==> config.mk <==
export PLATFORM = sky130hd
export DESIGN_NAME = lzss_cmd_fifo
export DESIGN_NICKNAME = d
export VERILOG_FILES = /design/src/rtl/core/lzss_pkg.sv /design/src/rtl/core/lzss_cmd_fifo.sv
export SDC_FILE = /design/constraint.sdc
export NUM_CORES = 1
export LEC_CHECK = 0
export ABC_AREA = 1
export BUFFER_PORTS_ARGS = -buffer_cell sky130_fd_sc_hd__buf_2
export CORE_ASPECT_RATIO = 1.4
export CORE_MARGIN = 5
export CORE_UTILIZATION = 55
export DETAILED_ROUTE_END_ITERATION = 10
export PLACE_DENSITY = 0.85
export SKIP_CTS_REPAIR_TIMING = 1
export SYNTH_ARGS = -nofsm -noshare
export SYNTH_HDL_FRONTEND = slang
export SYNTH_SLANG_ARGS = --single-unit
==> constraint.sdc <==
create_clock -name clk_i -period 2.8 [get_ports clk_i]
set_clock_uncertainty 0.05 [all_clocks]
set_input_delay 0.28 -clock clk_i [delete_from_list [all_inputs] [get_ports clk_i]]
set_output_delay 0.28 -clock clk_i [all_outputs]
set_load 0.02 [all_outputs]
==> src/rtl/core/lzss_pkg.sv <==
// Shared constants and types of the LZSS stream decompressor.
package lzss_pkg;

  localparam int DICT_SIZE = 4096;
  localparam int DICT_AW   = $clog2(DICT_SIZE);
  localparam int MAX_MATCH = 18;
  localparam int MIN_MATCH = 3;
  localparam int FLAG_BITS = 8;
  localparam int CQ_DEPTH  = 2;
  localparam int CQ_AW     = $clog2(CQ_DEPTH);
  localparam int CNT_W     = $clog2(MAX_MATCH + 1);

  localparam logic [DICT_AW-1:0] WP_RESET  = DICT_AW'(DICT_SIZE - MAX_MATCH);
  localparam logic [7:0]         FILL_BYTE = 8'h20;

  typedef enum logic [2:0] {
    PH_FLAG   = 3'b001,
    PH_TOKEN  = 3'b010,
    PH_SECOND = 3'b100
  } phase_e;

  typedef enum logic [2:0] {
    ST_CLEAR = 3'b001,
    ST_IDLE  = 3'b010,
    ST_COPY  = 3'b100
  } back_state_e;

  // A literal carries its byte in the low bits of pos.
  typedef struct packed {
    logic               is_ref;
    logic [DICT_AW-1:0] pos;
    logic [3:0]         len_nib;
  } cmd_t;

  typedef struct packed {
    logic clearing;
  } stat_t;

endpackage

==> src/rtl/core/lzss_cmd_fifo.sv <==
// Short command queue between the front end and the copy engine.
module lzss_cmd_fifo (
  input  logic           clk_i,
  input  logic           rst_ni,
  input  logic           push_i,
  input  lzss_pkg::cmd_t push_data_i,
  input  logic           pop_i,
  output logic           full_o,
  output logic           valid_o,
  output lzss_pkg::cmd_t data_o
);

  lzss_pkg::cmd_t mem_q [lzss_pkg::CQ_DEPTH];
  logic [lzss_pkg::CQ_AW-1:0] wr_q, rd_q;
  logic [lzss_pkg::CQ_AW:0]   cnt_q;
  logic do_push, do_pop;

  assign full_o  = (cnt_q == (lzss_pkg::CQ_AW+1)'(lzss_pkg::CQ_DEPTH));
  assign valid_o = (cnt_q != '0);
  assign data_o  = mem_q[rd_q];
  assign do_push = push_i && !full_o;
  assign do_pop  = pop_i && valid_o;

  always_ff @(posedge clk_i) begin
    if (do_push) begin
      mem_q[wr_q] <= push_data_i;
    end
  end

  always_ff @(posedge clk_i or negedge rst_ni) begin
    if (!rst_ni) begin
      wr_q  <= '0;
      rd_q  <= '0;
      cnt_q <= '0;
    end else begin
      if (do_push) begin
        wr_q <= wr_q + 1'b1;
      end
      if (do_pop) begin
        rd_q <= rd_q + 1'b1;
      end
      cnt_q <= cnt_q + (lzss_pkg::CQ_AW+1)'(do_push) - (lzss_pkg::CQ_AW+1)'(do_pop);
    end
  end

  assert property (@(posedge clk_i) disable iff (!rst_ni) push_i |-> !full_o)
    else $error("Command pushed into a full queue.");
  assert property (@(posedge clk_i) disable iff (!rst_ni) pop_i |-> valid_o)
    else $error("Command popped from an empty queue.");
  assert property (@(posedge clk_i) disable iff (!rst_ni)
                   (do_push && !do_pop) |=> cnt_q == $past(cnt_q) + 1'b1)
    else $error("Queue count did not follow a push.");

endmodule

* Yosys cells after proc, flatten, opt, wreduce, memory -nomap -nowiden *
Memory sizes are Yosys's and may differ from the RTL's.
Index checks and enable logic that the tools add are counted.

word-level totals
  memory bits (writable) = 34
  logic and storage cells = 15
  bits of input ports = 21
  bits in registers = 4
  output and inout port bits = 19
  memories kept = 1

memories
  name   depth  width  rd ports  clocked after Yosys merged registers in  wr ports  line                 text
  mem_q  2      17     1         0                                        1         lzss_cmd_fifo.sv:13  lzss_pkg::cmd_t mem_q [lzss_pkg::CQ_DEPTH];

operators by class
  $add $sub $neg = 4
  equal/unequal tests = 1
  reduce and logical (&&, ||, !) cells = 4
  mux-type cells = 2

operator list
  kind                                   count
  adder 1 bit (second input constant)    2
  adder 2 x 1 -> 2 bit                   1
  == test 2 bit (second input constant)  1
  logical AND 1 bit                      2
  two-way mux 1 bit                      2
  nonzero test 2 bit                     1
  subtractor 2 x 1 -> 2 bit              1
  zero test 1 bit                        1

* Logic depth before layout (Yosys ltp) *
Gate-level depths: netlist of run 1.

  word-level depth = 5
  gate-level depth with buffers = 10
  depth with buffers taken out = 10

* Worst setup path after synthesis of run 1 *
No wires, ideal clock.

  path type = register to register
  start point = reg cnt_q[1] (netlist name)
  end point = mem mem_q[1][0] (netlist name) (enable)
  stages on the path, launching flop included = 4
  data required time = 2.359 ns
  period minus slack after synthesis = 1.734 ns
  setup time = 0.391 ns
  arrival = 1.293 ns
  buffers on the path = 0
  slack = 1.066 ns
  path through = dfrtp_1 > nand2_1 > nand2_1 > nor2_1

between the ends
  longest elaborated chain between the ends = 5

RTL lines
  what                                     line                 text
  start, declared                          lzss_cmd_fifo.sv:15  logic [lzss_pkg::CQ_AW:0] cnt_q;
  start signal, assigned                   lzss_cmd_fifo.sv:42  cnt_q <= cnt_q + (lzss_pkg::CQ_AW+1)'(do_push) - (lzss_pkg::CQ_AW+1)'(do_pop);
  == test 2 bit                            lzss_cmd_fifo.sv:18  assign full_o = (cnt_q == (lzss_pkg::CQ_AW+1)'(lzss_pkg::CQ_DEPTH));
  zero test 1 bit                          lzss_cmd_fifo.sv:21  assign do_push = push_i && !full_o;
  logical AND 1 bit                        lzss_cmd_fifo.sv:21
  two-way mux 1 bit                        lzss_cmd_fifo.sv:25  if (do_push) begin
  two-way mux 1 bit (implied by the code)  lzss_cmd_fifo.sv:26  mem_q[wr_q] <= push_data_i;
  end, declared                            lzss_cmd_fifo.sv:13

No other way between the ends.

==> summary.md, run 1 <==
| Metric | Value |
|---|---|
| Outcome | finished, final reports clean |
| Core ar. | 0.002615 mm2 |
| Drt wl/cell | 11.84 um |
| DIE AREA | 0.003879 mm2 |
| Die H | 71.72 um |
| RSZ-0062 raised after global routing | no |
| Period Utilization, post-route | 68.83% |
| Crit. End Element | output pin |
| Setup-failing EPs final | 0 |
| GRT Residual Overflow | 0 |
| Worst setup path class | reg -> out |
| Final Hold Viols | 0 |
| Row cnt | 22 |
| CP max FO | 19 |
| Drt pass-1 iters | 4 |
| Final max-slew violation count | 0 |
| Power density cells | 1026 mW/mm2 |
| Initial core utilization | 57.22% |
| # Max-Cap Violations | 0 |
| Yosys reg bits | 38 |
| FF-to-FF path depth | 3 |
| Net Sw Frac | 39.66% |
| I/O pin count | 40 |
| Most common cell after layout, fill and taps aside | nand2_1 |
| Detail Route Antenna Nets | 0 |
| Register Area | 0.001121 mm2 |
| Reg2reg setup slack | 1300 ps |
| Worst Hold Path EP | mem_q[1][12] |
| Max Root-Sink Buffers | 2 |
| Critical R2R Launch | cnt_q[1] |
| Synthesized area | 0.001496 mm2 |
| Number of diodes | 0 |
| Worst Path Required | 2470 ps |
| Leak Pwr | 0.0008302 uW |
| Layout Area Growth over Synthesis | 18.73% |
| Post-synthesis sequential area ratio | 74.92% |
| Post-DP HPWL | 1769 um |
| DRC | 0 |
| Least-Margin Pin Slew | 700.2 ps |
| Final hold slack | 69.88 ps |
| CTS tree | built |
| Fillers | 198 |
| Min Clock Period, post-route | 1927 ps |
| Drt initial violations | 34 |
| First-pass GRT wire length | 3912 um |
| Worst-skew pair later-pin latency | 330 ps |
| Die X | 54.09 um |
| Comb power frac | 38.7% |
| Via count | 966 |
| Top cells by area, synth | edfxtp_1 (68%), nand2_1 (15%), dfrtp_1 (6.7%), inv_1 (2.3%), nand2_2 (2.1%) |
| Vias/cell | 4.735 |
| Leading area contributor after synthesis | edfxtp_1 |
| Clock Sinks | 38 |
| Total power | 1823 uW |
| Largest net degree at the start of global routing | 20 |
| Initial antenna violation count | 0 |
| Setup TNS | 0 ps |
| Total GRT Usage | 14.27% |
| Nature of the critical path startpoint | flip-flop |
| Internal | 1100 uW |
| Critical path arrival | 1600 ps |
| Num CTS Buffers | 5 |
| Netlist cell types | 12 |
| Max_slew headroom | 53.32% |
| Vias in the first global route | 928 |
| Psw | 723.1 uW |
| Worst hold path depth | 1 |
| # H-tree levels | 2 |
| Clock root buffer | clkbuf_4 |
| Layout cells sized above 1 | 30.95% |
| Total routed wirelength | 2415 um |
| CTS clk-pin slew, worst paths | 100 ps |
| IO Port Bufs | 39 |
| Peak Freq | 0.5189 GHz |
| Yosys warnings | 0 |
| Post-synth net total | 144 |
| Final core area utilization | 67.94% |
| Flop pwr share | 47.4% |
| Syn Inst Count | 121 |
| Multi-input gate area | 296.5 um2 |
| Worst min-delay path category | in -> reg |
| Share of the synthesized area in the top cell type | 68.23% |
| Most frequent cells in the layout | nand2_1 (59), buf_2 (39), edfxtp_1 (34) |
| Fin nets | 190 |
| Min-delay src | push_data_i[12] |
| Synthesized area per cell | 12.37 um2 |
| Clock share of power | 14.0% |
| GPL Wtd Cong | 0.6813 |
| Worst R2R End | mem_q[0][8] |
| VDD IR max | 0.6364 mV |
==> worst max-delay path by stage <==
stage / slack (ps) / endpoint / from / cells past startpoint
6_report: 870 / data_o[16] / rd_q / 4
5_1_grt: 700 / data_o[16] / rd_q / 4
4_1_cts: 840 / data_o[16] / rd_q / 4
3_5_place_dp: 1210 / data_o[16] / rd_q / 4
3_3_place_gp: 1270 / data_o[13] / rd_q / 4
2_1_floorplan: 1070 / mem_q[1][0] / cnt_q[1] / 3
==> stage by stage <==
| stage | setup WS [ps] | std cells | cell area, um2 |
|---|---|---|---|
| final | 872.9 | 204 | 1777 |
| after global routing | 700.9 | 204 | 1777 |
| after CTS | 842.7 | 203 | 1767 |
| after detailed placement | 1213 | 195 | 1718 |
| after global placement | 1267 | 195 | 1718 |
| after floorplan | 1066 | 121 | 1496 |
==> cell usage after synthesis (all sizes together) <==
library cell / number
buf: 3
dfrtp: 4
edfxtp: 34
ha: 2
inv: 10
nand2: 64
nand3: 3
nor2: 1
==> sequential cells by signal (all words and copies together), names as in the netlist <==
register and count:
rd_q 1, cnt_q 2, wr_q 1, mem_q 34
==> routing by layer <==
metal | global-route usage, % | share of wire [%]
met5 | 0 | 0
met4 | 5.817 | 1.8
met3 | 5.198 | 7.6
met2 | 24.12 | 52
met1 | 15.74 | 39
==> area by class of cell <==
class	instances	area share, %
Timing Repair Buffer	42	12.39
Sequential cell	38	63.10
Clock inverter	1	0.2113
Inverter	10	2.535
Tap cell	36	2.535
Clock buffer	7	2.535
Multi-Input combinational cell	70	16.69
==> critical path, cell delays in order, from the launching register on <==
cell	delay (ps)
dfrtp_1	810
inv_8	140
nand2_1	110
nand2_1	50
buf_2	150
==> power groups by stage <==
stage	combinational [uW]	sequential [uW]	clock [uW]
after floorplan	564	825	0
after global placement	692	870	0
after detailed placement	719	878	0
after CTS	719	865	263
after global routing	784	884	288
final	705	864	255
==> cells by family (layout without fill, tap and decap cells) <==
family / count (synthesis) / after routing / synth area share (%)
and+or+nand+nor: 68 / 68 / 18.14
DFF: 38 / 38 / 74.92
adders and majority gates: 2 / 2 / 1.672
buffers and inverters: 13 / 60 / 5.267
Note: power is estimated with default switching activity, not from simulation.
==> run 2: changes to the inputs <==
Settings changed: CORE_UTILIZATION 55 to 46, PLACE_DENSITY 0.85 to 0.76.
Clock period 2.8 ns to 1.6 ns, I/O delays scaled along.
==> run 2 against run 1 <==
Global-route usage down 0.52 points; via count is 5.6% higher; die area increased by 16%; non-clock buffer count is 14 higher; critical path type is now reg -> reg; largest cell class unchanged; largest power group is now combinational logic.
==> summary.md, run 2 (same netlist as run 1, synthesis figures left out) <==
| Metric | Value |
|---|---|
| Outcome | finished, final reports clean |
| CTS tree | built |
| Worst-skew pair later-pin latency | 280 ps |
| Number of diodes | 0 |
| Post-DP HPWL | 1968 um |
| Worst setup path class | reg -> reg |
| Setup-failing EPs final | 0 |
| Worst min-delay path category | in -> reg |
| Initial core utilization | 47.92% |
| Critical path arrival | 1620 ps |
| Total routed wirelength | 2725 um |
| First-pass GRT wire length | 4422 um |
| Least-Margin Pin Slew | 209.3 ps |
| Top cell by count, worst path | inv_1 |
| Peak Freq | 0.6677 GHz |
| Fin nets | 204 |
| Register bank with the most flops | mem_q |
| Most common cell after layout, fill and taps aside | nand2_1 |
| Critical-path cell list | inv_1, nand2_2, nand2_1, inv_1, ha_1, inv_1, ha_2, inv_1, nand2_1, nand2_1 |
| Core ar. | 0.003123 mm2 |
| Nature of the critical path startpoint | flip-flop |
| Drt initial violations | 27 |
| CP max FO | 3 |
| Min Clock Period, post-route | 1498 ps |
| DRC | 0 |
| Leak Pwr | 0.0009168 uW |
| Die H | 77.49 um |
| Critical Path Max Stage Delay | 390 ps |
| Total GRT Usage | 13.75% |
| Clock root buffer | clkbuf_8 |
| Layout cells sized above 1 | 33.52% |
| DIE AREA | 0.004510 mm2 |
| Die X | 58.21 um |
| Placed Instances | 200 |
| Final Worst Setup Slack | 102.2 ps |
| Detail Route Antenna Nets | 0 |
| Final Hold Viols | 0 |
| Layout Area Growth over Synthesis | 33.28% |
| Critical-path top delay cell | dfrtp_1 |
| Biggest regs | mem_q: 34 flops, cnt_q: 2 flops |
| Num CTS Buffers | 5 |
| Max_slew headroom | 86.03% |
| Drt wl/cell | 12.33 um |
| Initial antenna violation count | 0 |
| Via count | 1,020 |
| Vias in the first global route | 1,041 |
| Max reg flops | 34 |
| Worst Path Required | 1720 ps |
| GPL Wtd Cong | 0.6356 |
| Pre-CTS WS | 85.68 ps |
| IO Port Bufs | 39 |
| Most frequent cells in the layout | nand2_1 (58), buf_2 (39), edfxtp_1 (34) |
| CTS clk-pin slew, worst paths | 70 ps |
| Final max-slew violation count | 0 |
| # H-tree levels | 2 |
| Drt pass-1 iters | 3 |
| Row cnt | 24 |
| Largest net degree at the start of global routing | 19 |
| VDD IR max | 0.9037 mV |
| Period Utilization, post-route | 93.61% |
| Power density cells | 1796 mW/mm2 |
| # Max-Cap Violations | 0 |
| Final hold slack | 12.36 ps |
| Crit. End Element | flip-flop |
| I/O pin count | 40 |
| Max Root-Sink Buffers | 2 |
| GRT Residual Overflow | 0 |
| Non-Filler Instances | 221 |
| Clock Sinks | 38 |
| Vias/cell | 4.615 |
-- run 2: report_power, final --
| group | internal (uW) | switching (uW) |
|---|---|---|
| Combinational | 555 | 973 |
| Sequential | 1370 | 88.1 |
| Clock | 299 | 300 |
| Total | 2220 | 1360 |
-- run 2: through the flow --
stage	setup TNS (ps)	utilization, %	cell area, um2	total power, uW
3_3_place_gp	0	56.89	1777	2879
6_report	0	63.86	1994	3582
2_1_floorplan	0	-	1499	2435
5_1_grt	-2.222	63.86	1994	3850
4_1_cts	0	59.50	1858	3566
3_5_place_dp	0	56.89	1777	2955
-- run 2: area by class of cell --
cell class | instances | area [um2]
multi-input combinational | 70 | 304.0
timing repair buffer | 56 | 387.9
inverter | 10 | 50.05
sequential | 38 | 1122
clock buffer | 6 | 72.57
tap | 39 | 48.80
clock inverter | 2 | 8.758
fill | 260 | 1129
-- run 2: final timing paths --
check	start	to	slack, ps	cells past startpoint
setup / recovery	cnt_q[1]	cnt_q[1]	100	10
hold / removal	push_data_i[6]	mem_q[0][6]	10	1
setup reg to reg	cnt_q[1]	cnt_q[1]	100	10
hold reg to reg	wr_q	wr_q	440	2
max in group asynchronous	rst_ni	rd_q	1210	2
min in group asynchronous	rst_ni	wr_q	150	2
-- run 2: worst max-delay path, delay by kind of cell (launching register included) --
family / cells / cell delay (ps)
fa+ha+maj: 2 / 440
flops: 1 / 390
simple gates: 4 / 260
buf+inv: 4 / 240
-- run 2: per-layer routing --
layer	GRT usage, %	part of all wire, %	up-vias
li1	-	-	511
met1	12.02	35	471
met2	23.76	55	33
met3	7.641	8.1	5
met4	8.121	2.6	0
met5	0	0	-
==> run 3: changes to the inputs <==
Settings changed: CORE_UTILIZATION 46 to 48, CTS_BUF_LIST set to sky130_fd_sc_hd__clkbuf_8, PLACE_DENSITY 0.76 to 0.79.
==> run 3 against run 2 <==
Cell area shrank 2.3%; wire length increased by 1.2%; critical path type unchanged; hold slack gained 1.1 ps; sequential share of layout area rose by 1.3 points; total power rose by 1.9%; largest power group is now registers; highest routed layer unchanged; final cell count decreased by 1.4%; clock-buffer cell count down 1; worst setup slack lost 16 ps; global-route usage up 0.36 points; clock power rose by 25%.
==> summary.md, run 3 (same netlist as run 1, synthesis figures left out) <==
| Metric | Value |
|---|---|
| Non-Filler Instances | 218 |
| Max_slew headroom | 85.12% |
| Worst Path Required | 1730 ps |
| Clock root buffer | clkbuf_8 |
| Critical-path cell list | inv_1, nand2_2, nand2_2, inv_1, ha_1, inv_1, ha_1, inv_1, nand2_1, nand2_1 |
| Critical path arrival | 1640 ps |
| Outcome | finished, final reports clean |
| Least-Margin Pin Slew | 223.2 ps |
| Peak Freq | 0.6606 GHz |
| Drt wl/cell | 12.65 um |
| Worst min-delay path category | in -> reg |
| Clock share of power | 20.5% |
| Initial core utilization | 48.86% |
| Leak Pwr | 0.0009127 uW |
| Fin nets | 201 |
| Max reg flops | 34 |
| Setup-failing EPs final | 0 |
| Drt initial violations | 54 |
| Clock Sinks | 38 |
| Biggest regs | mem_q: 34 flops, cnt_q: 2 flops |
| Largest net degree at the start of global routing | 19 |
| Placed Instances | 202 |
| Number of diodes | 0 |
| Most common cell after layout, fill and taps aside | nand2_1 |
| Vias/cell | 4.665 |
| Post-DP HPWL | 1962 um |
| Placed inst area | 0.001754 mm2 |
| Total GRT Usage | 14.11% |
| IO Port Bufs | 39 |
| Net Sw Frac | 37.43% |
| First-pass GRT wire length | 4643 um |
| Psw | 1366 uW |
| Setup TNS | 0 ps |
| GPL Wtd Cong | 0.7118 |
| Layout Area Growth over Synthesis | 30.18% |
| CTS clk-pin slew, worst paths | 70 ps |
| VDD IR max | 1.145 mV |
| # Max-Cap Violations | 0 |
| I/O pin count | 40 |
| Flop pwr share | 40.0% |
| Critical Path Max Stage Delay | 400 ps |
| Comb power frac | 39.4% |
| Final hold slack | 13.48 ps |
| Via count | 1,017 |
| Register bank with the most flops | mem_q |
| Min Clock Period, post-route | 1514 ps |
| Num CTS Buffers | 5 |
| Drt pass-1 iters | 4 |
| Nature of the critical path startpoint | flip-flop |
| Critical-path top delay cell | dfrtp_1 |
| Internal | 2284 uW |
| Die H | 76.07 um |
| Final max-slew violation count | 0 |
| DIE AREA | 0.004350 mm2 |
| Max Root-Sink Buffers | 2 |
| Worst-skew pair later-pin latency | 280 ps |
| Top cell by count, worst path | inv_1 |
| # H-tree levels | 2 |
| Final Hold Viols | 0 |
| Vias in the first global route | 1,078 |
| Most frequent cells in the layout | nand2_1 (56), buf_2 (39), edfxtp_1 (34) |
| Period Utilization, post-route | 94.61% |
| CP max FO | 3 |
| Die X | 57.19 um |
| Power density cells | 1874 mW/mm2 |
| Core ar. | 0.003063 mm2 |
| Row cnt | 24 |
| DRC | 0 |
| Crit. End Element | flip-flop |
| Total routed wirelength | 2757 um |
| GRT Residual Overflow | 0 |
| CTS tree | built |
| Worst setup path class | reg -> reg |
| Layout cells sized above 1 | 34.64% |
| Detail Route Antenna Nets | 0 |
| Initial antenna violation count | 0 |
| Design Area, Final | 0.001948 mm2 |
## run 3: cell count changes in the layout (fill, tap and decap cells not counted), moves of 2 or more
cell / before / now
nand2_2: 6 / 8
nand2_1: 58 / 56
dlygate4sd3_1: 11 / 8
buf_12: 3 / 0
buf_4: 3 / 6
## run 3: per-stage QoR
stage	total power, uW	util (%)	setup slack [ps]
after floorplan	2435	-	109.2
after global placement	2812	57.27	236.9
after detailed placement	2892	57.27	98.98
after CTS	3659	60.74	59.94
after global routing	3906	63.60	-2.401
final	3651	63.60	86.25
## run 3: worst paths after layout
check	startpoint	endpoint	cells after the start	slack, ps
max in group asynchronous	rst_ni	rd_q	2	1220
min in group asynchronous	rst_ni	cnt_q[0]	2	160
worst max-delay path	cnt_q[1]	cnt_q[1]	10	90
worst min register to register	wr_q	wr_q	2	460
worst max register to register	cnt_q[1]	cnt_q[1]	10	90
worst min-delay path	push_data_i[7]	mem_q[1][7]	1	10
## run 3: cell type report
class                   instances  area [um2]
flip-flops and latches         38        1121
fillers                       254        1115
repair buffers                 53       320.3
multi-input cells              70       306.5
clock buffers                   5       68.82
well taps                      39       48.80
inverters                      10       45.04
clock inverters                 3       37.54
## run 3: worst max-delay path, delay by kind of cell, from the launching register on
kind / cells / cell delay (ps)
fa+ha+maj: 2 / 430
buf+inv: 4 / 260
flops: 1 / 400
simple gates: 4 / 280
## run 3: routing by layer
layer	part of all wire (%)	wire length, um	vias to the layer above	global-route usage [%]
met2	54	1484	35	24.37
li1	-	-	503	-
met1	37	1021	470	13.69
met4	3.2	87	0	8.585
met5	0	0	-	0
met3	5.9	164	9	5.424
## run 3: power by group through the flow
stage	Clock (uW)	Combinational [uW]	Sequential (uW)
global placement	0	1350	1460
floorplan	0	992	1440
finish	750	1440	1460
global route	819	1600	1490
CTS	773	1430	1460
detailed placement	0	1410	1480
