<file path="src/rtl/core/lzss_pkg.sv">
// Shared constants and types of the LZSS stream decompressor.
package lzss_pkg;

  localparam int DICT_SIZE = 4096;
  localparam int DICT_AW   = $clog2(DICT_SIZE);
  localparam int MAX_MATCH = 18;
  localparam int MIN_MATCH = 3;
  localparam int FLAG_BITS = 8;
  localparam int CQ_DEPTH  = 2;
  localparam int CQ_AW     = $clog2(CQ_DEPTH);
  localparam int CNT_W     = $clog2(MAX_MATCH + 1);

  localparam logic [DICT_AW-1:0] WP_RESET  = DICT_AW'(DICT_SIZE - MAX_MATCH);
  localparam logic [7:0]         FILL_BYTE = 8'h20;

  typedef enum logic [2:0] {
    PH_FLAG   = 3'b001,
    PH_TOKEN  = 3'b010,
    PH_SECOND = 3'b100
  } phase_e;

  typedef enum logic [2:0] {
    ST_CLEAR = 3'b001,
    ST_IDLE  = 3'b010,
    ST_COPY  = 3'b100
  } back_state_e;

  // A literal carries its byte in the low bits of pos.
  typedef struct packed {
    logic               is_ref;
    logic [DICT_AW-1:0] pos;
    logic [3:0]         len_nib;
  } cmd_t;

  typedef struct packed {
    logic clearing;
  } stat_t;

endpackage

</file>
<file path="src/rtl/core/lzss_in_if.sv">
// Handshake channel that carries one compressed byte per word.
interface lzss_in_if;
  logic       valid;
  logic       ready;
  logic [7:0] in_byte;

  modport source (output valid, output in_byte, input ready);
  modport sink (input valid, input in_byte, output ready);
endinterface

</file>
<file path="src/rtl/core/lzss_front.sv">
// Front end: parses flag bytes and tokens into literal and reference commands.
module lzss_front (
  input  logic          clk_i,
  input  logic          rst_ni,
  lzss_in_if.sink       in_i,
  input  lzss_pkg::stat_t stat_i,
  input  logic          cq_full_i,
  output logic          push_o,
  output lzss_pkg::cmd_t cmd_o
);

  lzss_pkg::phase_e phase_q, phase_d;
  logic [7:0] flag_q, flag_d;
  logic [3:0] bc_q, bc_d;
  logic [7:0] held_q, held_d;
  logic [3:0] bc_inc;
  logic       accept;

  assign in_i.ready = !cq_full_i && !stat_i.clearing;
  assign accept     = in_i.valid && in_i.ready;
  assign bc_inc     = bc_q + 4'd1;

  always_comb begin
    phase_d = phase_q;
    flag_d  = flag_q;
    bc_d    = bc_q;
    held_d  = held_q;
    push_o  = 1'b0;
    cmd_o   = '0;
    if (accept) begin
      case (phase_q)
        lzss_pkg::PH_TOKEN: begin
          if (flag_q[0]) begin
            push_o         = 1'b1;
            cmd_o.is_ref   = 1'b0;
            cmd_o.pos[7:0] = in_i.in_byte;
            bc_d           = bc_inc;
            flag_d         = flag_q >> 1;
            phase_d        = (bc_inc == 4'(lzss_pkg::FLAG_BITS)) ? lzss_pkg::PH_FLAG
                                                                 : lzss_pkg::PH_TOKEN;
          end else begin
            held_d  = in_i.in_byte;
            phase_d = lzss_pkg::PH_SECOND;
          end
        end
        lzss_pkg::PH_SECOND: begin
          push_o        = 1'b1;
          cmd_o.is_ref  = 1'b1;
          cmd_o.pos     = {in_i.in_byte[7:4], held_q};
          cmd_o.len_nib = in_i.in_byte[3:0];
          bc_d          = bc_inc;
          flag_d        = flag_q >> 1;
          phase_d       = (bc_inc == 4'(lzss_pkg::FLAG_BITS)) ? lzss_pkg::PH_FLAG
                                                              : lzss_pkg::PH_TOKEN;
        end
        default: begin
          flag_d  = in_i.in_byte;
          bc_d    = 4'd0;
          phase_d = lzss_pkg::PH_TOKEN;
        end
      endcase
    end
  end

  always_ff @(posedge clk_i or negedge rst_ni) begin
    if (!rst_ni) begin
      phase_q <= lzss_pkg::PH_FLAG;
      flag_q  <= '0;
      bc_q    <= '0;
      held_q  <= '0;
    end else begin
      phase_q <= phase_d;
      flag_q  <= flag_d;
      bc_q    <= bc_d;
      held_q  <= held_d;
    end
  end

endmodule

</file>
<file path="src/flat_wrapper.sv">
// flat-port wrapper written by rule: the top's interface ports become plain ports
module lzss_front_flat 
  (clk_i, rst_ni, stat_i, cq_full_i, push_o, cmd_o, in_i_valid, in_i_in_byte, in_i_ready);
  lzss_in_if in_i_i ();
  input  logic clk_i;
  input  logic rst_ni;
  input  lzss_pkg::stat_t stat_i;
  input  logic cq_full_i;
  output logic push_o;
  output lzss_pkg::cmd_t cmd_o;
  input wire logic [$bits(in_i_i.valid)-1:0] in_i_valid;
  input wire logic [$bits(in_i_i.in_byte)-1:0] in_i_in_byte;
  output wire logic [$bits(in_i_i.ready)-1:0] in_i_ready;
  assign in_i_i.valid = in_i_valid;
  assign in_i_i.in_byte = in_i_in_byte;
  assign in_i_ready = in_i_i.ready;
  lzss_front u_core (.clk_i(clk_i), .rst_ni(rst_ni), .in_i(in_i_i), .stat_i(stat_i), .cq_full_i(cq_full_i), .push_o(push_o), .cmd_o(cmd_o));
endmodule
</file>
<file path="config.mk">
export PLATFORM = sky130hd
export DESIGN_NAME = lzss_front_flat
export DESIGN_NICKNAME = d
export VERILOG_FILES = /design/src/rtl/core/lzss_pkg.sv /design/src/rtl/core/lzss_in_if.sv /design/src/rtl/core/lzss_front.sv /design/src/flat_wrapper.sv
export SDC_FILE = /design/constraint.sdc
export NUM_CORES = 1
export LEC_CHECK = 0
export BUFFER_PORTS_ARGS = -buffer_cell sky130_fd_sc_hd__buf_2
export CAP_MARGIN = 20
export CORE_MARGIN = 5
export CORE_UTILIZATION = 47
export CTS_CLUSTER_DIAMETER = 200
export DETAILED_ROUTE_END_ITERATION = 16
export GPL_TIMING_DRIVEN = 0
export MAX_ROUTING_LAYER = met4
export PLACE_DENSITY = 0.75
export SKIP_LAST_GASP = 1
export SLEW_MARGIN = 15
export SYNTH_ARGS = -nofsm -noshare
export SYNTH_HDL_FRONTEND = slang
export SYNTH_SLANG_ARGS = --single-unit
</file>
<file path="constraint.sdc">
create_clock -name clk_i -period 2.1 [get_ports clk_i]
set_input_delay 0.525 -clock clk_i [delete_from_list [all_inputs] [get_ports clk_i]]
set_output_delay 0.525 -clock clk_i [all_outputs]
set_load 0.005 [all_outputs]
</file>
Yosys cells after proc, flatten, opt, wreduce, memory -nomap -nowiden
Index checks and enable logic that the tools add are counted.
W data, S select, Z words.
{ "word_totals": {"reg_bits": 23, "input_bits": 13, "out_inout_bits": 19, "elab_cells": 33} }
{ "classes": {"addsub": 1, "n_eq_ne": 4, "n_mux": 16, "bitwise": 1, "reduce_logical": 6} }
{ "op_table": {"columns": ["operator", "count"], "rows": [
  ["$pmux W8 S2", 2],
  ["$mux W17", 1],
  ["$mux W8", 2],
  ["$mux W4", 3],
  ["$pmux W4 S2", 1],
  ["$pmux W3 S2", 1],
  ["$add A4 B1 Y4 const B", 1],
  ["$eq A4 B4 Y1 const B", 1],
  ["$eq A3 B2 Y1 const B", 1],
  ["$eq A3 B3 Y1 const B", 1],
  ["$mux W1", 3],
  ["$mux W3", 1],
  ["$reduce_and A3 Y1", 1],
  ["$logic_and A1 B1 Y1", 2],
  ["$logic_not A1 Y1", 2],
  ["$mux W2", 1],
  ["$ne A2 B1 Y1 const B", 1],
  ["$pmux W1 S2", 1],
  ["$reduce_and A2 Y1", 1],
  ["$not A1 Y1", 1]
]} }

Logic depth before layout (Yosys ltp)
Gate-level depths: netlist of run 1.
{ "logic_depth": {"depth_word": 5, "mapped_depth": 6, "depth_no_buf": 4} }

Worst setup path after synthesis of run 1
No wires, ideal clock.
{ "synth_timing": {"kind": "input to output", "start": "input stat_i", "end": "output cmd_o[10] (netlist name)", "arrival_ns": 1.621, "required_ns": 1.575, "slack_ns": -0.046, "cell_stages": 5, "path_buffers": 2, "cell_sequence": "or3b_1 > buf_6 > or2_2 > clkbuf_1 > nor2_1"} }
{ "synth_lines": {"columns": ["item", "line", "source"], "rows": [
  ["start: declaration", "flat_wrapper.sv:7", "input lzss_pkg::stat_t stat_i;"],
  ["end: declaration", "flat_wrapper.sv:10", "output lzss_pkg::cmd_t cmd_o;"]
]} }

==> key figures, run 1 <==
Finish
  – Post-Layout Cell Count: 208
  – Antenna Cells: 0
  – Nets: 193
  – P&R area growth vs syn: 43.3%
  – Final Core Density: 0.712
  – Proportion of layout cells with a drive suffix above 1: 0.539

Place
  – Count of buffers from port buffering: 31
  – Placed Cells: 186
  – Dpl hpwl: 2.30 mm
  – RD Place Congestion: 0.827

Min path
  – Hold/Removal Path Class: primary input to asynchronous set/reset pin

Worst setup path
  – Critical path's top delay family: flip-flops
  – Bufs and invs on worst path: 3
  – Critical path type: flop to primary output
  – CP required: 1.57 ns
  – CP max FO: 6
  – Critical path's slowest cell: dfstp_2
  – Crit start category: flop
  – CP Cell Sequence: nor3b_2 > clkbuf_8 > buf_4 > a22oi_2 > nor2_4 > buf_2
  – Max incr delay on CP: 0.63 ns
  – Crit path capture type: primary output
  – Critical path arrival: 1.72 ns

Synthesis
  – Yosys warns: 0
  – Avg Inst Size Synth: 10.0 sq um
  – Post-Syn Instances: 125
  – Number of distinct library cells after synthesis: 31
  – Sequential fraction of the synthesis area: 0.460
  – Largest area contributor in the netlist: dfrtp_1
  – Synth area leaders: dfrtp_1 (44%), mux2_4 (9.6%), a22oi_1 (8.4%)
  – Top-area cell type share of the netlist area: 0.439
  – Synth Register Bits: 23
  – Synth Net Count: 139
  – Dominant synthesized flop cell: dfrtp_1
  – Synth top cells by count: dfrtp_1 (22), a22oi_1 (14), nand2_1 (13), nor2_1 (13)
  – Post-synth EDFFs: 0
  – Most frequent cell after synthesis: dfrtp_1
  – Mapped cell area: 1250 sq um
  – Fraction of registers with async set/reset: 1.00

Die
  – Die height: 61.6 um
  – Initial Util: 0.497
  – Die Area: 3800 sq um
  – Die width: 61.6 um
  – Cell row count: 18
  – Core area: 2520 sq um
  – Io pins: 32

Clocking
  – CTS tree: yes
  – CTS sink cnt: 23
  – Cts bufs inserted: 3
  – Hold Buf Count CTS: 0
  – CTS root buf: clkbuf_4
  – CTS Buffer Depth: 2
  – Clk_lat worst skew: 0.31 ns
  – H-tree depth: 1
  – Worst-path clk slew: 0.14 ns

Run status
  – Failing checks: negative setup slack
  – Status: finished, violations left

Timing
  – Time the worst path needs with I/O delays and setup: 2.24 ns
  – Total negative slack: -1.53 ns
  – Final hold vios: 0
  – Max Fclk: 446 MHz
  – Final Cycle Share: 1.07
  – Final WS setup: -0.143 ns
  – Relative slew slack: 0.353
  – Final Setup Violations: 21
  – Slew Viols, Final: 0
  – Measured slew at the worst slew-check pin: 0.962 ns
  – RSZ-0062 raised after global routing: yes
  – Clk_skew: 0.00562 ns

Routing
  – Drt via density: 5.70
  – Starting DRC count in detailed routing: 65
  – DRT Wirelength: 3.53 mm
  – DR vias: 1,186
  – Drt first pass iters: 4
  – Routed len/inst: 17.0 um
  – Final ANT Viol Nets: 0
  – DRC Markers: 0

GRT
  – Tot GR Track Use: 0.203
  – Initial antenna violation count: 0
  – Largest net degree at the start of global routing: 24
  – First-pass GRT wire length: 5.55 mm
  – Grt ovf: 0
  – Vias in the first global route: 1,177

Pwr
  – Pleak: 0.887 nW
  – Worst VDD drop: 0.725 mV
  – Pwr dens: 1180 nW/um^2

Flow run
  – Max-Cap Viols: 0
[per-stage QoR]
step,area [sq um],hold slack (ns),setup WS (ns),total power (W)
2_1_floorplan,1340,0.229,0.0105,0.00134
4_1_cts,1750,0.174,-0.108,0.00201
6_report,1800,0.166,-0.143,0.00212
3_3_place_gp,1530,0.465,-0.229,0.00148
5_1_grt,1800,0.184,-0.232,0.00226
3_5_place_dp,1530,0.474,-0.245,0.00152
[what timing repair did]
item | in CTS | in global routing
setup buffers | 15 | 2
pin swaps | 12 | 5
gates resized for setup | 22 | 7
cloned | 1 | 1
endpoints found under the setup margin | 19 | 27
[cells in the final DEF, fill, tap and decap left out, drive strengths merged, types with 2 or more instances in the layout]
cell type  Yosys  layout
buf            2      52
dfrtp         22      22
a22oi         14      14
nand2         13      13
nor2          13      13
o21ai         10      10
and3           9       9
mux2           9       9
clkbuf         7       9
a21oi          3       3
nor3           2       2
a221oi         2       2
nor3b          2       2
or2            2       2
a22o           2       2
[state kept, by name (all words and copies together) (netlist names)]
signal          count
u_core.bc_q         4
u_core.phase_q      3
u_core.held_q       8
u_core.flag_q       8
[cell type report]
class / count / area, sq um
multi-input cells: 92 / 753
fillers: 179 / 726
flip-flops and latches: 23 / 579
repair buffers: 50 / 327
plain buffers: 8 / 68.8
well taps: 30 / 37.5
clock buffers: 3 / 22.5
clock inverters: 1 / 5.00
inverters: 1 / 3.75
[power by group]
part / internal (W) / switching, W
Sequential: 0.000633 / 0.000169
Combinational: 0.000613 / 0.000492
Clock: 0.0000712 / 0.000142
Total: 0.00132 / 0.000803
[path summary, 6_finish.rpt]
check | from | end | slack, ns | cells after the start
worst max-delay path | u_core.phase_q[0] | cmd_o[7] | -0.14 | 6
worst min-delay path | rst_ni | u_core.flag_q[0] | 0.17 | 1
worst max register to register | u_core.phase_q[2] | u_core.flag_q[5] | -0.01 | 4
worst min register to register | u_core.flag_q[5] | u_core.flag_q[5] | 0.50 | 2
max in group asynchronous | rst_ni | u_core.phase_q[1] | 1.55 | 1
min in group clk_i | in_i_in_byte[7] | u_core.flag_q[7] | 0.49 | 3
[kinds of logic (layout without fill, tap and decap cells)]
kind of cell               count (synthesis)  in the layout  synth area share
adders and majority gates                  1              1           0.00998
muxes                                     10             10             0.113
AOI/OAI and AO/OA                         33             33             0.178
buffers and inverters                     10             63            0.0419
DFF                                       23             23             0.460
xor gates and xnor gates                   1              1           0.00699
and+or+nand+nor                           47             47             0.191
[metal layers]
metal | routed length, um | global-route usage | part of all wire
met1 | 1490 | 0.261 | 0.42
met2 | 1820 | 0.332 | 0.52
met3 | 166 | 0.0231 | 0.047
met4 | 48 | 0.0697 | 0.014
met5 | 0 | - | 0
(Power assumes the default switching activity.)
==> inputs of run 2 (changes only) <==
--- a/config.mk
+++ b/config.mk
@@ -7,7 +7,7 @@
 export LEC_CHECK = 0
 export BUFFER_PORTS_ARGS = -buffer_cell sky130_fd_sc_hd__buf_2
 export CAP_MARGIN = 20
-export CORE_MARGIN = 5
+export CORE_MARGIN = 2
 export CORE_UTILIZATION = 47
 export CTS_CLUSTER_DIAMETER = 200
 export DETAILED_ROUTE_END_ITERATION = 16
==> run 2 against run 1 <==
Effect of this change: the flow still finishes with violations (negative setup slack); wire length is 4.5% lower; clock power hardly changed; hold slack worse by 0.019 ns; fmax is 1.2% higher; non-clock buffer count is 4 lower; via count is 0.17% lower; largest cell class unchanged; highest routed layer unchanged.
==> key figures, run 2 (synthesis results as in run 1) <==
Die
  – Initial Util: 0.502 (was 0.497)
  – Die width: 55.6 um (was 61.6 um)
  – Cell row count: 18 (unchanged)
  – Die height: 55.6 um (was 61.6 um)
  – Io pins: 32 (unchanged)
  – Core area: 2500 sq um (was 2520 sq um)
  – Die Area: 3100 sq um (was 3800 sq um)

Pwr
  – Comb power frac: 0.521 (about the same)
  – Pint: 0.00129 W (was 0.00132 W)
  – Pwr dens: 1170 nW/um^2 (was 1180 nW/um^2)
  – Register share of total power: 0.378 (about the same)
  – Clock Power Share: 0.101 (was 0.100)
  – NetSw: 0.000794 W (was 0.000803 W)
  – Switching share of power: 0.381 (was 0.379)
  – Worst VDD drop: 0.763 mV (was 0.725 mV)
  – Pleak: 0.865 nW (was 0.887 nW)

Routing
  – DRC Markers: 0 (unchanged)
  – Routed len/inst: 16.5 um (was 17.0 um)
  – Final ANT Viol Nets: 0 (unchanged)
  – DRT Wirelength: 3.37 mm (was 3.53 mm)
  – Drt via density: 5.80 (was 5.70)
  – Drt first pass iters: 5 (was 4)
  – Starting DRC count in detailed routing: 40 (was 65)
  – DR vias: 1,184 (was 1,186)

Worst setup path
  – R2R Setup Slk: 0.13 ns (was -0.01 ns)
  – Max incr delay on CP: 0.47 ns (was 0.63 ns)
  – Critical path's slowest cell: dfrtp_2 (was dfstp_2)
  – Bufs and invs on worst path: 1 (was 3)
  – Crit path capture type: primary output (unchanged)
  – CP max FO: 8 (was 6)
  – CP required: 1.57 ns (about the same)
  – R2r startpoint: u_core.phase_q[0] (was u_core.phase_q[2])
  – FF-to-FF End: u_core.flag_q[6] (was u_core.flag_q[5])
  – Reg2reg path depth: 8 (was 4)
  – Critical path arrival: 1.69 ns (was 1.72 ns)
  – Crit start category: flop (unchanged)
  – Critical path type: flop to primary output (unchanged)
  – Critical path's top delay family: flip-flops (unchanged)
  – Worst setup startpoint: u_core.phase_q[2] (was u_core.phase_q[0])
  – CP Cell Sequence: a21oi_1 > o21ai_2 > or2_4 > nor2_4 > buf_2 (was nor3b_2 > clkbuf_8 > buf_4 > a22oi_2 > nor2_4 > buf_2)

Finish
  – Final Core Density: 0.712 (about the same)
  – Commonest non-fill, non-tap cell in the layout: buf_2 (unchanged)
  – Top flop regs: u_core.flag_q: 8 flops, u_core.held_q: 8 flops, u_core.bc_q: 4 flops (unchanged)
  – Nets: 189 (was 193)
  – Antenna Cells: 0 (unchanged)
  – Proportion of layout cells with a drive suffix above 1: 0.557 (was 0.539)
  – Design area: 1780 sq um (was 1800 sq um)
  – Most frequent cells in the layout: buf_2 (31), dfrtp_1 (20), buf_4 (13), nand2_1 (13), o21ai_0 (9) (was buf_2 (30), dfrtp_1 (20), buf_4 (17))
  – Fillers: 176 (was 179)
  – P&R area growth vs syn: 42.0% (was 43.3%)

Timing
  – Slew Viols, Final: 0 (unchanged)
  – Max Fclk: 451 MHz (was 446 MHz)
  – Final Setup Violations: 15 (was 21)
  – Relative slew slack: 0.605 (was 0.353)
  – Clk_skew: 0.0132 ns (was 0.00562 ns)
  – Final WS setup: -0.116 ns (was -0.143 ns)
  – Time the worst path needs with I/O delays and setup: 2.22 ns (was 2.24 ns)
  – Final Cycle Share: 1.06 (was 1.07)
  – Final hold vios: 0 (unchanged)
  – RSZ-0062 raised after global routing: yes (unchanged)
  – Measured slew at the worst slew-check pin: 0.589 ns (was 0.962 ns)

GRT
  – First-pass GRT wire length: 5.26 mm (was 5.55 mm)
  – Largest net degree at the start of global routing: 24 (unchanged)
  – Vias in the first global route: 1,110 (was 1,177)
  – Grt ovf: 0 (unchanged)
  – Initial antenna violation count: 0 (unchanged)
  – Tot GR Track Use: 0.224 (was 0.203)

Place
  – Cell area after placement: 1530 sq um (unchanged)
  – Count of buffers from port buffering: 31 (unchanged)
  – RD Place Congestion: 0.822 (was 0.827)
  – Dpl hpwl: 2.16 mm (was 2.30 mm)

Clocking
  – CTS tree: yes (unchanged)
  – CTS sink cnt: 23 (unchanged)
  – H-tree depth: 1 (unchanged)
  – CTS root buf: clkbuf_4 (unchanged)
  – CTS Buffer Depth: 2 (unchanged)
  – Clk_lat worst skew: 0.33 ns (was 0.31 ns)
  – Cts bufs inserted: 3 (unchanged)
  – Worst-path clk slew: 0.13 ns (was 0.14 ns)

Run status
  – Status: finished, violations left (unchanged)
  – Failing checks: negative setup slack (unchanged)

Flow run
  – Max-Cap Viols: 0 (unchanged)

Min path
  – Hold/Removal Path Class: primary input to asynchronous set/reset pin (unchanged)
-- run 2: cell types whose count changed in the layout (fill, tap and decap cells not counted), sizes merged --
cell    change
buf         -3
clkbuf      -1
-- run 2: per-layer routing --
metal,part of all wire,up-vias,GRT usage
li1,-,558,-
met1,0.41,573,0.263
met2,0.53,45,0.376
met3,0.053,8,0.0558
met4,0.012,0,0.0732
met5,0,-,-
-- run 2: repair_timing --
| item | in CTS | in global routing |
|---|---|---|
| pin swaps | 4 | 18 |
| cloned | 1 | 0 |
| hold buffers | 0 | 0 |
| gates resized for setup | 22 | 10 |
| endpoints found under the setup margin | 18 | 27 |
| buffers inserted | 11 | 4 |
-- run 2: power by group through the flow --
| stage | combinational, W | sequential [W] | clock, W |
|---|---|---|---|
| final | 0.00109 | 0.000789 | 0.000211 |
| after global routing | 0.00118 | 0.000811 | 0.000236 |
| after CTS | 0.00100 | 0.000785 | 0.000222 |
| after detailed placement | 0.000742 | 0.000781 | 0 |
| after global placement | 0.000717 | 0.000767 | 0 |
| after floorplan | 0.000594 | 0.000741 | 0 |
-- run 2: through the flow --
stage	hold slack (ns)	setup TNS [ns]	instances	total power [W]	setup WS (ns)
finish	0.148	-0.864	204	0.00209	-0.116
global route	0.176	-2.04	204	0.00223	-0.185
global placement	0.467	-3.34	186	0.00148	-0.223
CTS	0.159	-1.34	201	0.00201	-0.135
floorplan	0.229	0	125	0.00134	0.0105
detailed placement	0.472	-4.35	186	0.00152	-0.237
-- run 2: worst max path at each step --
stage	to	slack, ns	cells past startpoint
after floorplan	cmd_o[10]	0.01	5
after global placement	cmd_o[7]	-0.22	7
after detailed placement	cmd_o[11]	-0.24	7
after CTS	cmd_o[10]	-0.14	6
after global routing	cmd_o[8]	-0.19	5
final	cmd_o[8]	-0.12	5
-- run 2: layout make-up --
type	instances	area [sq um]	share of cell area
multi-input combinational	92	762	0.428
tap	30	37.5	0.0211
buffer	7	60.1	0.0337
timing repair buffer	47	310	0.174
sequential	23	579	0.325
inverter	1	3.75	0.00211
clock buffer	3	22.5	0.0126
clock inverter	1	5.00	0.00281
==> inputs of run 3 (changes only) <==
==> constraint.sdc (replaced) <==
create_clock -name clk_i -period 1.8 [get_ports clk_i]
set_input_delay 0.45 -clock clk_i [delete_from_list [all_inputs] [get_ports clk_i]]
set_output_delay 0.45 -clock clk_i [all_outputs]
set_load 0.005 [all_outputs]
==> run 3 against run 2 <==
Effect of this change: the run still ends with negative setup slack left; critical path depth unchanged; sequential share of layout area decreased by 0.11 points; first-iteration DRC count decreased by 55%; sequential power increased by 18%; power increased by 13%; clock power increased by 15%; flip-flop and latch count unchanged; die area unchanged; via count decreased by 1.8%; clock-buffer cell count unchanged; wire length decreased by 4.0%; hold slack got worse by 0.062 ns.
==> key figures, run 3 (synthesis results as in run 1) <==
Finish
  – Top flop regs: u_core.flag_q: 8 flops, u_core.held_q: 8 flops, u_core.bc_q: 4 flops (unchanged)
  – Fillers: 201 (was 176)
  – Proportion of layout cells with a drive suffix above 1: 0.561 (was 0.557)
  – Commonest non-fill, non-tap cell in the layout: buf_2 (unchanged)
  – Final Core Density: 0.715 (was 0.712)
  – Most frequent cells in the layout: buf_2 (30), dfrtp_1 (20), buf_4 (14) (was buf_2 (31), dfrtp_1 (20), buf_4 (13), nand2_1 (13), o21ai_0 (9))
  – Antenna Cells: 0 (unchanged)
  – Post-Layout Cell Count: 203 (was 204)
  – P&R area growth vs syn: 42.5% (was 42.0%)
  – Nets: 188 (was 189)

Place
  – Dpl ws: -0.392 ns (was -0.237 ns)
  – Placed Cells: 186 (unchanged)
  – Count of buffers from port buffering: 31 (unchanged)
  – Dpl hpwl: 2.05 mm (was 2.16 mm)
  – RD Place Congestion: 0.797 (was 0.822)

Routing
  – Drt via density: 5.73 (was 5.80)
  – DRC Markers: 0 (unchanged)
  – DRT Wirelength: 3.23 mm (was 3.37 mm)
  – Routed len/inst: 15.9 um (was 16.5 um)
  – Starting DRC count in detailed routing: 18 (was 40)
  – Final ANT Viol Nets: 0 (unchanged)
  – DR vias: 1,163 (was 1,184)
  – Drt first pass iters: 4 (was 5)

Worst setup path
  – Critical path's slowest cell: dfrtp_2 (unchanged)
  – CP max FO: 6 (was 8)
  – CP required: 1.35 ns (was 1.57 ns)
  – Critical path arrival: 1.67 ns (was 1.69 ns)
  – Critical path type: flop to primary output (unchanged)
  – Critical path's top delay family: simple AND/OR/NAND/NOR gates (was flip-flops)
  – Bufs and invs on worst path: 3 (was 1)
  – Crit start category: flop (unchanged)
  – CP Cell Sequence: nor3b_4 > buf_8 > clkbuf_8 > and3_1 > buf_2 (was a21oi_1 > o21ai_2 > or2_4 > nor2_4 > buf_2)
  – Max incr delay on CP: 0.46 ns (was 0.47 ns)
  – Crit path capture type: primary output (unchanged)

Die
  – Die height: 55.6 um (unchanged)
  – Die width: 55.6 um (unchanged)
  – Die Area: 3100 sq um (unchanged)
  – Io pins: 32 (unchanged)
  – Initial Util: 0.502 (unchanged)
  – Cell row count: 18 (unchanged)
  – Core area: 2500 sq um (unchanged)

GRT
  – First-pass GRT wire length: 5.12 mm (was 5.26 mm)
  – Tot GR Track Use: 0.215 (was 0.224)
  – Initial antenna violation count: 0 (unchanged)
  – Largest net degree at the start of global routing: 24 (unchanged)
  – Vias in the first global route: 1,056 (was 1,110)
  – Grt ovf: 0 (unchanged)

Timing
  – Max Fclk: 472 MHz
  – Measured slew at the worst slew-check pin: 0.523 ns (was 0.589 ns)
  – Slew Viols, Final: 0 (unchanged)
  – Final hold vios: 0 (unchanged)
  – Final Setup Violations: 18 (was 15)
  – Time the worst path needs with I/O delays and setup: 2.12 ns
  – Final Cycle Share: 1.18
  – Final WS setup: -0.318 ns (was -0.116 ns)
  – Hold WS: 0.0852 ns (was 0.148 ns)
  – RSZ-0062 raised after global routing: yes (unchanged)
  – Clk_skew: 0.00441 ns (was 0.0132 ns)
  – Relative slew slack: 0.652 (was 0.605)

Clocking
  – CTS sink cnt: 23 (unchanged)
  – CTS tree: yes (unchanged)
  – H-tree depth: 1 (unchanged)
  – CTS Buffer Depth: 2 (unchanged)
  – Worst-path clk slew: 0.13 ns (about the same)
  – CTS root buf: clkbuf_4 (unchanged)
  – Cts bufs inserted: 3 (unchanged)
  – Clk_lat worst skew: 0.32 ns (was 0.33 ns)

Pwr
  – Pwr dens: 1320 nW/um^2 (was 1170 nW/um^2)
  – Worst VDD drop: 0.886 mV (was 0.763 mV)
  – Design Power: 0.00236 W (was 0.00209 W)
  – Pleak: 0.863 nW (was 0.865 nW)

Flow run
  – Max-Cap Viols: 0 (unchanged)

Run status
  – Status: finished, violations left (unchanged)
  – Failing checks: negative setup slack (unchanged)

Min path
  – Hold/Removal Path Class: primary input to asynchronous set/reset pin (unchanged)
-- run 3: path summary, 6_finish.rpt --
path                                   startpoint  slack [ns]  cells after the start                 to
worst min-delay path                       rst_ni        0.09                      1   u_core.held_q[1]
worst max register to register  u_core.phase_q[2]        0.01                      4   u_core.held_q[7]
worst max-delay path            u_core.phase_q[2]       -0.32                      5           cmd_o[2]
max in group asynchronous                  rst_ni        1.33                      1  u_core.phase_q[1]
worst min register to register   u_core.flag_q[5]        0.50                      2   u_core.flag_q[5]
min in group clk_i                in_i_in_byte[3]        0.42                      2   u_core.held_q[3]
-- run 3: final cells by class --
| cell class | instances | area [sq um] | area share |
|---|---|---|---|
| buffer | 7 | 75.1 | 0.0420 |
| clock buffer | 3 | 22.5 | 0.0126 |
| clock inverter | 1 | 5.00 | 0.00280 |
| inverter | 1 | 3.75 | 0.00210 |
| multi-input combinational | 92 | 783 | 0.438 |
| sequential | 23 | 579 | 0.324 |
| tap | 30 | 37.5 | 0.0210 |
| timing repair buffer | 46 | 280 | 0.157 |
-- run 3: through the flow --
stage,area [sq um],TNS (ns)
6_report,1790,-5.30
5_1_grt,1790,-6.64
3_3_place_gp,1530,-9.31
3_5_place_dp,1530,-10.67
4_1_cts,1670,-5.30
2_1_floorplan,1340,-1.96
-- run 3: layer usage --
metal	share of wire	wire length, um	GRT usage
met4	0.0025	8	0.0627
met2	0.53	1710	0.335
met3	0.049	159	0.0628
met1	0.42	1360	0.273
met5	0	0	-
-- run 3: power breakdown --
group          internal, W  leakage (nW)  switching (W)  total, W
sequential        0.000739         0.279       0.000189  0.000928
combinational     0.000632         0.566       0.000562   0.00119
clock            0.0000832        0.0177       0.000160  0.000243
-- run 3: what timing repair did --
action                                  in CTS  in global routing
setup buffers                                5                  7
resized for setup                           21                 22
endpoints found under the setup margin      28                 35
pin swaps                                    3                 13
cloned                                       2                  1
hold buffers                                 0                  0
